<file path="config.mk">
export PLATFORM = sky130hd
export DESIGN_NAME = utf8_to_utf16_decoder
export DESIGN_NICKNAME = d
export VERILOG_FILES = /design/src/rtl/u8u16_pkg.sv /design/src/rtl/u8u16_decode.sv /design/src/rtl/u8u16_fifo.sv /design/src/rtl/utf8_to_utf16_decoder.sv
export VERILOG_INCLUDE_DIRS = /design/src /design/src/rtl
export SDC_FILE = /design/constraint.sdc
export NUM_CORES = 1
export LEC_CHECK = 0
export BUFFER_PORTS_ARGS = -buffer_cell sky130_fd_sc_hd__clkbuf_2
export CORE_ASPECT_RATIO = 0.6
export CORE_MARGIN = 1
export CORE_UTILIZATION = 35
export DETAILED_ROUTE_END_ITERATION = 10
export GPL_ROUTABILITY_DRIVEN = 1
export PLACE_DENSITY = 0.53
export REMOVE_ABC_BUFFERS = 1
export SETUP_SLACK_MARGIN = 0.15
export SYNTH_ARGS = -nofsm -noshare
export SYNTH_HDL_FRONTEND = slang
export SYNTH_SLANG_ARGS = --single-unit
</file>
<file path="constraint.sdc">
create_clock -name clk_i -period 11.1 [get_ports clk_i]
set_clock_uncertainty 0.2 [all_clocks]
set_input_delay 0.555 -clock clk_i [delete_from_list [all_inputs] [get_ports clk_i]]
set_output_delay 0.555 -clock clk_i [all_outputs]
set_load 0.02 [all_outputs]
</file>
<file path="src/rtl/assert_macros.svh">
// Assertion helper macros shared by the decoder RTL.
// Included by the modules that carry concurrent checks; no other dependencies.
`ifndef ASSERT_MACROS_SVH
`define ASSERT_MACROS_SVH

// Expression must hold at every clock edge outside reset.
`define ASSERT_ALWAYS(lbl, clk, rst_n, expr) \
  lbl: assert property (@(posedge clk) disable iff (!rst_n) (expr)) \
    else $error("assertion failed");

// Same-cycle implication outside reset.
`define ASSERT_IMPL(lbl, clk, rst_n, ante, cons) \
  lbl: assert property (@(posedge clk) disable iff (!rst_n) (ante) |-> (cons)) \
    else $error("assertion failed");

`endif

</file>
<file path="src/rtl/u8u16_pkg.sv">
// Package for the UTF-8 to UTF-16 decoder: result types, byte class masks,
// capacity and queue sizing, and the unit emit helper. No dependencies.
`timescale 1ns / 1ps

package u8u16_pkg;

  localparam int unsigned MaxCapacity = 4096;
  localparam int unsigned CapW        = 13;
  localparam int unsigned UnitW       = $clog2(MaxCapacity);
  localparam int unsigned MaxPush     = 3;
  localparam int unsigned FifoDepth   = 8;
  localparam int unsigned FifoAw      = $clog2(FifoDepth);

  // byte classes
  localparam logic [7:0] ContMask  = 8'hC0;
  localparam logic [7:0] ContTag   = 8'h80;
  localparam logic [7:0] Lead2Mask = 8'hE0;
  localparam logic [7:0] Lead2Tag  = 8'hC0;
  localparam logic [7:0] Lead3Mask = 8'hF0;
  localparam logic [7:0] Lead3Tag  = 8'hE0;

  // held byte count and expected sequence length codes
  localparam logic [1:0] HeldNone  = 2'd0;
  localparam logic [1:0] HeldOne   = 2'd1;
  localparam logic [1:0] HeldTwo   = 2'd2;
  localparam logic [1:0] SeqNone   = 2'd0;
  localparam logic [1:0] SeqTwo    = 2'd2;
  localparam logic [1:0] SeqThree  = 2'd3;

  typedef struct packed {
    logic [15:0] code_unit;
    logic        is_term;
    logic        malformed;
    logic        truncated;
  } res_t;

  // results produced by one input byte, in order
  typedef struct packed {
    logic [1:0]         n;
    res_t [MaxPush-1:0] res;
  } push_t;

  typedef struct packed {
    push_t            push;
    logic [UnitW-1:0] uw;
    logic             stop;
  } emit_acc_t;

  // Append one data unit, or a truncated terminator if the limit is reached.
  function automatic emit_acc_t emit_unit(emit_acc_t a, logic [15:0] unit, logic bad,
                                          logic [UnitW-1:0] limit);
    emit_acc_t r;
    r = a;
    if (!a.stop) begin
      if (a.uw >= limit) begin
        r.push.res[a.push.n] = '{code_unit: 16'h0, is_term: 1'b1, malformed: 1'b0,
                                 truncated: 1'b1};
        r.push.n = a.push.n + 2'd1;
        r.stop   = 1'b1;
      end else begin
        r.push.res[a.push.n] = '{code_unit: unit, is_term: 1'b0, malformed: bad,
                                 truncated: 1'b0};
        r.push.n = a.push.n + 2'd1;
        r.uw     = a.uw + UnitW'(1);
      end
    end
    return r;
  endfunction

endpackage

</file>
<file path="src/rtl/u8u16_decode.sv">
// Byte decoder: sequence state registers and the per-byte result logic.
// Depends on u8u16_pkg and assert_macros.svh.
`timescale 1ns / 1ps
`include "assert_macros.svh"

module u8u16_decode (
  input  logic                        clk_i,
  input  logic                        rst_ni,
  input  logic                        valid_i,
  input  logic [7:0]                  byte_i,
  input  logic [u8u16_pkg::CapW-1:0]  cap_i,
  output u8u16_pkg::push_t            push_o
);

  logic [7:0]                  lead_q, lead_d;
  logic [7:0]                  second_q, second_d;
  logic [1:0]                  held_q, held_d;
  logic [1:0]                  seq_q, seq_d;
  logic [u8u16_pkg::UnitW-1:0] uw_q, uw_d;
  logic                        drop_q, drop_d;
  logic [u8u16_pkg::UnitW-1:0] limit;
  u8u16_pkg::emit_acc_t        acc;
  logic                        do_fresh;

  // clamp capacity into [2, MaxCapacity], one slot kept for the terminator
  always_comb begin
    if (cap_i < u8u16_pkg::CapW'(2)) begin
      limit = u8u16_pkg::UnitW'(1);
    end else if (cap_i > u8u16_pkg::CapW'(u8u16_pkg::MaxCapacity)) begin
      limit = u8u16_pkg::UnitW'(u8u16_pkg::MaxCapacity - 1);
    end else begin
      limit = u8u16_pkg::UnitW'(cap_i - u8u16_pkg::CapW'(1));
    end
  end

  always_comb begin
    acc      = '0;
    acc.uw   = uw_q;
    lead_d   = lead_q;
    second_d = second_q;
    held_d   = held_q;
    seq_d    = seq_q;
    drop_d   = drop_q;
    do_fresh = 1'b0;
    if (valid_i) begin
      if (drop_q) begin
        if (byte_i == 8'h00) begin
          drop_d = 1'b0;
          acc.uw = '0;
        end
      end else begin
        if (held_q != u8u16_pkg::HeldNone) begin
          if ((byte_i & u8u16_pkg::ContMask) == u8u16_pkg::ContTag) begin
            if (seq_q == u8u16_pkg::SeqThree && held_q == u8u16_pkg::HeldOne) begin
              second_d = byte_i;
              held_d   = u8u16_pkg::HeldTwo;
            end else begin
              if (seq_q == u8u16_pkg::SeqThree) begin
                acc = u8u16_pkg::emit_unit(acc, {lead_q[3:0], second_q[5:0], byte_i[5:0]},
                                           1'b0, limit);
              end else begin
                acc = u8u16_pkg::emit_unit(acc, {5'b0, lead_q[4:0], byte_i[5:0]},
                                           1'b0, limit);
              end
              lead_d   = '0;
              second_d = '0;
              held_d   = u8u16_pkg::HeldNone;
              seq_d    = u8u16_pkg::SeqNone;
            end
          end else begin
            // broken sequence: held bytes go out raw, then the byte starts over
            acc = u8u16_pkg::emit_unit(acc, {8'h00, lead_q}, 1'b1, limit);
            if (held_q >= u8u16_pkg::HeldTwo) begin
              acc = u8u16_pkg::emit_unit(acc, {8'h00, second_q}, 1'b1, limit);
            end
            lead_d   = '0;
            second_d = '0;
            held_d   = u8u16_pkg::HeldNone;
            seq_d    = u8u16_pkg::SeqNone;
            do_fresh = 1'b1;
          end
        end else begin
          do_fresh = 1'b1;
        end

        if (do_fresh && !acc.stop) begin
          if (byte_i == 8'h00) begin
            acc.push.res[acc.push.n] = '{code_unit: 16'h0, is_term: 1'b1, malformed: 1'b0,
                                         truncated: 1'b0};
            acc.push.n = acc.push.n + 2'd1;
            acc.uw     = '0;
          end else if (!byte_i[7]) begin
            acc = u8u16_pkg::emit_unit(acc, {9'h000, byte_i[6:0]}, 1'b0, limit);
          end else if ((byte_i & u8u16_pkg::Lead2Mask) == u8u16_pkg::Lead2Tag) begin
            lead_d = byte_i;
            held_d = u8u16_pkg::HeldOne;
            seq_d  = u8u16_pkg::SeqTwo;
          end else if ((byte_i & u8u16_pkg::Lead3Mask) == u8u16_pkg::Lead3Tag) begin
            lead_d = byte_i;
            held_d = u8u16_pkg::HeldOne;
            seq_d  = u8u16_pkg::SeqThree;
          end else begin
            acc = u8u16_pkg::emit_unit(acc, {8'h00, byte_i}, 1'b1, limit);
          end
        end

        // forced terminator: skip the rest of the string
        if (acc.stop) begin
          lead_d   = '0;
          second_d = '0;
          held_d   = u8u16_pkg::HeldNone;
          seq_d    = u8u16_pkg::SeqNone;
          acc.uw   = '0;
          drop_d   = (byte_i != 8'h00);
        end
      end
    end
    uw_d = acc.uw;
  end

  assign push_o = acc.push;

  always_ff @(posedge clk_i or negedge rst_ni) begin
    if (!rst_ni) begin
      lead_q   <= '0;
      second_q <= '0;
      held_q   <= u8u16_pkg::HeldNone;
      seq_q    <= u8u16_pkg::SeqNone;
      uw_q     <= '0;
      drop_q   <= 1'b0;
    end else begin
      lead_q   <= lead_d;
      second_q <= second_d;
      held_q   <= held_d;
      seq_q    <= seq_d;
      uw_q     <= uw_d;
      drop_q   <= drop_d;
    end
  end

  `ASSERT_IMPL(drop_is_quiet, clk_i, rst_ni, valid_i && drop_q, push_o.n == 2'd0)
  `ASSERT_IMPL(held_is_lead, clk_i, rst_ni, held_q != u8u16_pkg::HeldNone,
               lead_q[7:6] == 2'b11 && drop_q == 1'b0)
  `ASSERT_ALWAYS(units_in_limit, clk_i, rst_ni,
                 uw_q <= u8u16_pkg::UnitW'(u8u16_pkg::MaxCapacity - 1))

endmodule

</file>
<file path="src/rtl/u8u16_fifo.sv">
// Result queue: takes up to three results per cycle, hands out one per cycle while ready_i is high.
// Depends on u8u16_pkg and assert_macros.svh.
`timescale 1ns / 1ps
`include "assert_macros.svh"

module u8u16_fifo (
  input  logic                    clk_i,
  input  logic                    rst_ni,
  input  u8u16_pkg::push_t        push_i,
  input  logic                    reserve_i,
  output logic                    room_o,
  output logic                    valid_o,
  input  logic                    ready_i,
  output u8u16_pkg::res_t         head_o
);

  u8u16_pkg::res_t                 mem_q [u8u16_pkg::FifoDepth];
  logic [u8u16_pkg::FifoAw-1:0]    wr_q, wr_d;
  logic [u8u16_pkg::FifoAw-1:0]    rd_q, rd_d;
  logic [u8u16_pkg::FifoAw:0]      cnt_q, cnt_d;
  logic                            pop;

  assign valid_o = (cnt_q != '0);
  assign head_o  = mem_q[rd_q];
  assign pop     = valid_o && ready_i;

  // space for a full burst from the byte in the decoder and one more behind it
  assign room_o = (cnt_q + (reserve_i ? (u8u16_pkg::FifoAw + 1)'(u8u16_pkg::MaxPush)
                                      : '0))
                  <= (u8u16_pkg::FifoAw + 1)'(u8u16_pkg::FifoDepth - u8u16_pkg::MaxPush);

  assign wr_d  = wr_q + u8u16_pkg::FifoAw'(push_i.n);
  assign rd_d  = rd_q + u8u16_pkg::FifoAw'(pop);
  assign cnt_d = cnt_q + (u8u16_pkg::FifoAw + 1)'(push_i.n)
               - (u8u16_pkg::FifoAw + 1)'(pop);

  always_ff @(posedge clk_i) begin
    for (int i = 0; i < u8u16_pkg::MaxPush; i++) begin
      if (2'(i) < push_i.n) begin
        mem_q[wr_q + u8u16_pkg::FifoAw'(i)] <= push_i.res[i];
      end
    end
  end

  always_ff @(posedge clk_i or negedge rst_ni) begin
    if (!rst_ni) begin
      wr_q  <= '0;
      rd_q  <= '0;
      cnt_q <= '0;
    end else begin
      wr_q  <= wr_d;
      rd_q  <= rd_d;
      cnt_q <= cnt_d;
    end
  end

  `ASSERT_ALWAYS(no_overflow, clk_i, rst_ni,
                 cnt_q + (u8u16_pkg::FifoAw + 1)'(push_i.n)
                 <= (u8u16_pkg::FifoAw + 1)'(u8u16_pkg::FifoDepth))

endmodule

</file>
<file path="src/rtl/utf8_to_utf16_decoder.sv">
// Top level of the UTF-8 to UTF-16 decoder: capacity register, input stage,
// byte decoder and result queue. Depends on u8u16_pkg, u8u16_decode, u8u16_fifo.
//
// Usage:
//   Bytes enter on s_axis (tdata = byte). Code units leave on m_axis:
//   tdata = UTF-16 unit, tlast = terminator, tuser[0] = malformed raw byte,
//   tuser[1] = terminator forced by capacity. A zero byte ends a string.
//   cfg_we_i/cfg_wdata_i write the output capacity (units, terminator
//   included); write it only while no request is in flight.
// Timing:
//   A byte is registered, decoded in the next cycle and its results land in
//   an 8-entry queue, from which the first result shows on m_axis. One byte
//   per cycle is sustained while each byte gives at most one unit and
//   m_axis_tready stays high; a broken sequence gives up to three units,
//   which drain one per cycle while m_axis_tready is high, and
//   s_axis_tready drops while the queue lacks room for a three-unit burst from
//   the byte in the decoder plus another from a new byte.
// Reset and stall:
//   Reset empties the queue, clears any held sequence and sets capacity to
//   4096. When m_axis_tready is low the queue fills and s_axis_tready falls;
//   no result is lost.
`timescale 1ns / 1ps

module utf8_to_utf16_decoder (
  input  logic        clk_i,
  input  logic        rst_ni,
  input  logic        cfg_we_i,
  input  logic [12:0] cfg_wdata_i,    // out_capacity
  input  logic        s_axis_tvalid,
  output logic        s_axis_tready,
  input  logic [7:0]  s_axis_tdata,   // [7:0] in_byte
  output logic        m_axis_tvalid,
  input  logic        m_axis_tready,
  output logic [15:0] m_axis_tdata,   // [15:0] code_unit
  output logic        m_axis_tlast,   // is_terminator
  output logic [1:0]  m_axis_tuser    // [0] malformed, [1] truncated
);

  logic [u8u16_pkg::CapW-1:0] cap_q;
  logic                       stg_valid_q;
  logic [7:0]                 stg_byte_q;
  u8u16_pkg::push_t           push;
  u8u16_pkg::res_t            head;
  logic                       room;

  assign s_axis_tready = room;

  always_ff @(posedge clk_i or negedge rst_ni) begin
    if (!rst_ni) begin
      cap_q       <= u8u16_pkg::CapW'(u8u16_pkg::MaxCapacity);
      stg_valid_q <= 1'b0;
    end else begin
      if (cfg_we_i) begin
        cap_q <= cfg_wdata_i;
      end
      stg_valid_q <= s_axis_tvalid && room;
    end
  end

  always_ff @(posedge clk_i) begin
    if (s_axis_tvalid && room) begin
      stg_byte_q <= s_axis_tdata;
    end
  end

  u8u16_decode u_decode (
    .clk_i   (clk_i),
    .rst_ni  (rst_ni),
    .valid_i (stg_valid_q),
    .byte_i  (stg_byte_q),
    .cap_i   (cap_q),
    .push_o  (push)
  );

  u8u16_fifo u_fifo (
    .clk_i     (clk_i),
    .rst_ni    (rst_ni),
    .push_i    (push),
    .reserve_i (stg_valid_q),
    .room_o    (room),
    .valid_o   (m_axis_tvalid),
    .ready_i   (m_axis_tready),
    .head_o    (head)
  );

  assign m_axis_tdata = head.code_unit;
  assign m_axis_tlast = head.is_term;
  assign m_axis_tuser = {head.truncated, head.malformed};

endmodule
</file>
# == Word level (Yosys, flattened, before mapping) ==
# Memories as Yosys holds them, arrays and structs flattened.
# Index checks and enable logic that the tools add are counted.
# classes
add_sub_neg,13
order_cmp,14
eq_ne,6
n_mux,98
bitwise,10
reduce_logical,15
# op_table
cell,count
$mux W72,16
$bwmux W57,3
$mux W57,3
$mux W32,5
$mux W8,13
$not A51 Y51,2
$mux W12,8
$demux W19 S2,2
$mux W71,1
$mux W59,1
$mux W19,3
$and A54 B54 Y54,1
$not A54 Y54,1
$and A17 B51 Y51,1
$and A51 B51 Y51,1
$mux W2,23
$add A12 B1 Y12 const B,3
$ge A12 B12 Y1,3
$mux W1,18
$mux W14,1
$gt A13 B13 Y1 const B,1
$lt A13 B2 Y1 const B,1
$sub A12 B1 Y12 const B,1
$mux W11,1
31 further kinds,43
# word_totals
reg_bits,65
ramBits,152
input_bits,26
output_inout_bits,21
elab_cells,169
n_memories,1
# mem_list
name,words,width,read_ports,rd_clocked_by_memory_dff,wr,line_no,rtl
u_fifo.mem_q,8,19,1,0,3,u8u16_fifo.sv:17,u8u16_pkg::res_t mem_q [u8u16_pkg::FifoDepth];

# == Logic depth before layout (Yosys ltp) ==
# logic_depth
ltp_word,39
depth_mapped,37
depth_no_buf,34

# == Modules after synthesis ==
# From an unflattened synthesis, not the netlist that was laid out.
# unflattened
cells_unflattened,1866
area_unflattened_um2,16955.0
# modules_own_cells
module,instances,cells_per_inst,area_per_inst_um2
u8u16_fifo,1,1136,11021.8
u8u16_decode,1,693,5139.9
utf8_to_utf16_decoder,1,37,793.3

# == Worst setup path before layout ==
# OpenSTA, ideal clock, no wires.
# synth_timing
path_kind,flip-flop to flip-flop
start,register cap_q[5] (netlist name)
end,register u_decode.uw_q[11] (netlist name)
setup_ps,71
arrival_time_ps,7729
setup_slack_ps,3100
path_stages_with_launch,34
path_buffers,3
period_less_slack_ps,8000
cell_sequence,dfrtp_1 or4_1 nor4_1 nand2b_1 or3_1 buf_1 o21ai_0 ha_1 a21oi_1 o221ai_1 or2_1 buf_2 buf_2 o31a_1 or2_2 ha_1 nand2_1 o21a_1 nand2_1 a21o_1 or2_2 o41ai_1 nand2_1 ha_1 a21o_1 a21o_1 a21oi_1 o21ai_0 a21o_1 a2111oi_1 a21bo_2 a221oi_1 nand4_1 nand3_1
# synth_via
elab_chain_cells,29
elab_cells_between_ends,42
cone_classes,add/sub: 3; order compare: 5; mux: 32; reduce/logical: 2
# synth_lines
element,line_no,rtl
"start, declared",utf8_to_utf16_decoder.sv:39,logic [u8u16_pkg::CapW-1:0] cap_q;
"start signal, assigned",utf8_to_utf16_decoder.sv:50,cap_q <= u8u16_pkg::CapW'(u8u16_pkg::MaxCapacity);
"start signal, assigned",utf8_to_utf16_decoder.sv:54,cap_q <= cfg_wdata_i;
$sub A12 B1 Y12 or $gt A13 B13 Y1 (tied branches),"u8u16_decode.sv:32, u8u16_decode.sv:29",
$mux W12,u8u16_decode.sv:29,end else if (cap_i > u8u16_pkg::CapW'(u8u16_pkg::MaxCapacity)) begin
$mux W12 *,u8u16_decode.sv:27,if (cap_i < u8u16_pkg::CapW'(2)) begin
$ge A12 B12 Y1,u8u16_pkg.sv:55,if (a.uw >= limit) begin
$mux W12,u8u16_pkg.sv:55,
$mux W32,u8u16_decode.sv:53,if ((byte_i & u8u16_pkg::ContMask) == u8u16_pkg::ContTag) begin
$mux W32,u8u16_decode.sv:52,if (held_q != u8u16_pkg::HeldNone) begin
$mux W32,u8u16_decode.sv:46,if (drop_q) begin
[... 13 more ...],--,
$mux W72,u8u16_decode.sv:94,end else if ((byte_i & u8u16_pkg::Lead2Mask) == u8u16_pkg::Lead2Tag) begin
$mux W72,u8u16_decode.sv:92,end else if (!byte_i[7]) begin
$mux W71 or $mux W1 (tied branches),u8u16_decode.sv:87,if (byte_i == 8'h00) begin
$mux W72 *,u8u16_decode.sv:86,if (do_fresh && !acc.stop) begin
$mux W72 *,u8u16_decode.sv:46,
$mux W72 *,u8u16_decode.sv:45,if (valid_i) begin
$mux W12 *,u8u16_decode.sv:108,if (acc.stop) begin
$mux W12 *,u8u16_decode.sv:46,
"end signal, assigned",u8u16_decode.sv:136,uw_q <= uw_d;
"end, declared",u8u16_decode.sv:19,"logic [u8u16_pkg::UnitW-1:0] uw_q, uw_d;"
# Every way passes the cells marked *; elsewhere a longest branch is shown, timed or not. The select of a mux whose other input is x is not followed.
# A chain may end at the register's enable or synchronous reset.

==> reports/metrics.cfg <==
[synthesis]
synthDistinctLibCells=85
synth.mux.area_fraction_pct=9.13
yosys_register_bits=217
netlist_area_um2=13800
post_synth_edffs=160
post_synth_and_or_nand_nor_area_fraction_pct=16.7
share_of_synthesized_cell_area_in_full_adder_half_adder_and_majority_cells_pct=5.43
synth_ff_type=sky130_fd_sc_hd__edfxtp_1
synth_area_in_xor_xnor_pct=2.16
share_of_the_synthesized_area_in_compound_gates_ao_oa_aoi_oai_pct=18.3
synthesis.instances=1301
ys.warnings.count=0
synth-async-reset-ratio_pct=26.3
seq_total_area_yosys_pct=45.2
synth_top_family_by_area=compound AO/OA/AOI/OAI gates
synth.area.top_cells=sky130_fd_sc_hd__edfxtp_1 (35%), sky130_fd_sc_hd__dfrtp_1 (10%), sky130_fd_sc_hd__mux4_2 (6.2%)
synth_top_cell_by_area=sky130_fd_sc_hd__edfxtp_1
top_cell_type_s_share_of_synthesized_area_pct=34.9
postSynthAreaPerCell_um2=10.6

[timing]
report.final.hold_viol_count=16
finalHoldWorstSlack_ns=-0.0274
total_negative_slack_ns=0
max_slew_headroom_pct=20.0
worst_pin_slew_ns=1.20
period_utilization_post_route_pct=89.7
maxSlewViolCount=0
setup_violations=0
grt_setup_unrepaired=no
achievable-frequency_mhz=100
finalWorstPathRequiredPeriod_ns=9.96

[critical_path]
cp-start-kind=register
crit_slowest_cell=sky130_fd_sc_hd__o21ai_1
worst_ep_required_time_ns=11.08
worst-path-max-fanout=20
endpoint_kind=register
critical_path_at_ns=9.94
crit_start=cap_q[5]
r2r-start=cap_q[5]
largest_stage_delay_worst_path_ns=0.78
timing_worst_setup_path_type=reg2reg

[global_route]
grt_max_degree=58
antenna_found_initial=0
grt_pass1_vias=10800
global_route.usage.total_pct=24.1
grt.overflow.total=0
wire_length_of_the_first_global_routing_pass_um=71800

[placed_design]
placedInstanceArea_um2=14700
dpl.hpwl_um=35300
routabilityCongestion=0.976
io_buffer_count=46
placed_cells=1821

[routing]
ant_nets=0
route.detailed.vias_per_inst=6.23
routedWlPerCell_um=26.0
detailroute.via_count=11600
drt-initial-drc-count=1641
route.detailed.drc=0
wire_length_after_detailed_routing_um=48500
drt_pre_antenna_iters=7

[clocking]
tritoncts_clock_tree=done
postCtsHoldBufs=4
htree_levels=1
numClockSinks=217
root_buffer=sky130_fd_sc_hd__clkbuf_16
clkTransAtPathRegs_ns=0.06
clock_latency_ns=0.54
clock_tree.buffer_depth=3
cts_repair_resize_count=0
cts_setup_buffers=0
tritoncts.num_buffers=22

[layout]
stdcell_count=1865
layout-area-overhead-vs-synth_pct=11.7
final_layout_size_suffix_gt1_share_pct=16.4
most-common-layout-cells=sky130_fd_sc_hd__edfxtp_1 (160), sky130_fd_sc_hd__nand2_1 (129), sky130_fd_sc_hd__nor2_1 (115)
nets=1420
final_common_cell=sky130_fd_sc_hd__edfxtp_1
antenna-diode-count=0
fin_area_um2=15400

[floorplanning]
die_h_um=156
rows=55
floorplan.die_area_um2=40200
core_um2=38200
ioPinCount=47
die_w_um=258
start_util_pct=36.1

[pwr]
ir_worst_vdd_mv=0.123
power.share.clock_pct=22.5
switchingPower_mw=1.37
cellPowerDensity_nw_per_um2=213
power.share.switching_pct=41.7
cell_leakage_power_nw=5.61
internal_power_mw=1.91
seq_power_share_pct=35.7
pwr-share-comb_pct=41.8

[run]
drv.max_cap_violation_count=0

[min_path]
worstHoldPathType=in2async

[outcome]
status=finished with violations
violations=negative hold slack

## metal layers
metal	track usage [%]	vias to the layer above	part of all wire, %
li1	-	5110	-
met1	39.4	5692	50
met2	28.5	738	35
met3	8.85	75	14
met4	4.31	2	1.6
met5	1.21	-	0.14
## path summary, 6_finish.rpt
check,endpoint,depth (start not counted),slack [ns]
min,u_fifo.cnt_q[3],2,-0.03
max reg2reg,u_fifo.mem_q[3][3],30,1.14
min reg2reg,u_decode.lead_q[6],1,0.31
max,u_fifo.mem_q[3][3],30,1.14
min in group clk_i,stg_byte_q[4],1,0.02
max in group asynchronous,cap_q[3],2,10.12
## layout make-up
cell class,instances,area (um^2)
Clock inverter,7,76.3
Sequential cell,217,6230
Timing Repair Buffer,81,503
Multi-Input combinational cell,977,7190
Fill cell,3695,22800
Inverter,37,139
Tap cell,513,642
Clock buffer,33,612
## synthesized netlist by cell type (14+ instances only)
library cell                 n
sky130_fd_sc_hd__mux4_2     38
sky130_fd_sc_hd__clkbuf_1   52
sky130_fd_sc_hd__a21o_1     19
sky130_fd_sc_hd__mux2_2     33
sky130_fd_sc_hd__nor2_1    115
sky130_fd_sc_hd__xor2_1     18
sky130_fd_sc_hd__o221ai_1   43
sky130_fd_sc_hd__and2_1     57
sky130_fd_sc_hd__nand2_1   129
sky130_fd_sc_hd__xnor2_1    16
sky130_fd_sc_hd__inv_1      36
sky130_fd_sc_hd__nor3_1     27
sky130_fd_sc_hd__o21ai_0    61
sky130_fd_sc_hd__nand3_1    29
sky130_fd_sc_hd__a21oi_1    52
sky130_fd_sc_hd__dfrtp_1    56
sky130_fd_sc_hd__or3_1      14
sky130_fd_sc_hd__nor4_1     20
sky130_fd_sc_hd__edfxtp_1  160
sky130_fd_sc_hd__and3_1     15
sky130_fd_sc_hd__ha_1       55
sky130_fd_sc_hd__a22oi_1    30
sky130_fd_sc_hd__a221o_1    17
## worst max-delay path: cells and delay by family (launching register included)
family / cells / cell delay [ns]
adder cells (fa/ha/maj): 3 / 0.92
AND/OR/NAND/NOR: 10 / 2.50
multiplexers: 1 / 0.41
AO/OA/AOI/OAI: 14 / 4.71
flip-flops: 1 / 0.43
buffers and inverters: 2 / 0.44
## logic make-up (layout without fill, tap and decap cells)
kind of cell / Yosys count / count (layout)
AND/OR/NAND/NOR: 464 / 464
AO/OA/AOI/OAI: 347 / 347
flip-flops: 217 / 217
buffers and inverters: 107 / 158
multiplexers: 74 / 74
adder cells (fa/ha/maj): 58 / 58
XOR/XNOR: 34 / 34
## registers in the layout, indices dropped and copies added, names as in the netlist
name	count
u_fifo.mem_q	152
cap_q	13
u_decode.uw_q	12
stg_byte_q	8
u_decode.lead_q	8
u_decode.second_q	8
u_fifo.cnt_q	4
u_fifo.rd_q	3
u_fifo.wr_q	3
u_decode.held_q	2
u_decode.seq_q	2
stg_valid_q	1
u_decode.drop_q	1
## per-stage QoR
step / setup WS (ns) / utilization, % / hold slack [ns] / power [mW]
after floorplan: 2.72 / - / 0.0594 / 2.04
after global placement: 1.73 / 38.4 / 0.274 / 2.54
after detailed placement: 1.54 / 38.4 / 0.281 / 2.53
after CTS: 1.48 / 40.3 / 0.00599 / 3.27
after global routing: 0.499 / 40.3 / 0.00870 / 3.46
final: 1.14 / 40.3 / -0.0274 / 3.29
## power by group through the flow
stage / clock network (mW) / registers (mW) / logic (mW)
floorplan: 0 / 1.13 / 0.912
global placement: 0 / 1.18 / 1.36
detailed placement: 0 / 1.18 / 1.35
CTS: 0.752 / 1.16 / 1.36
global route: 0.782 / 1.19 / 1.50
finish: 0.739 / 1.17 / 1.37
No activity file was read; power rests on OpenSTA's default activity.
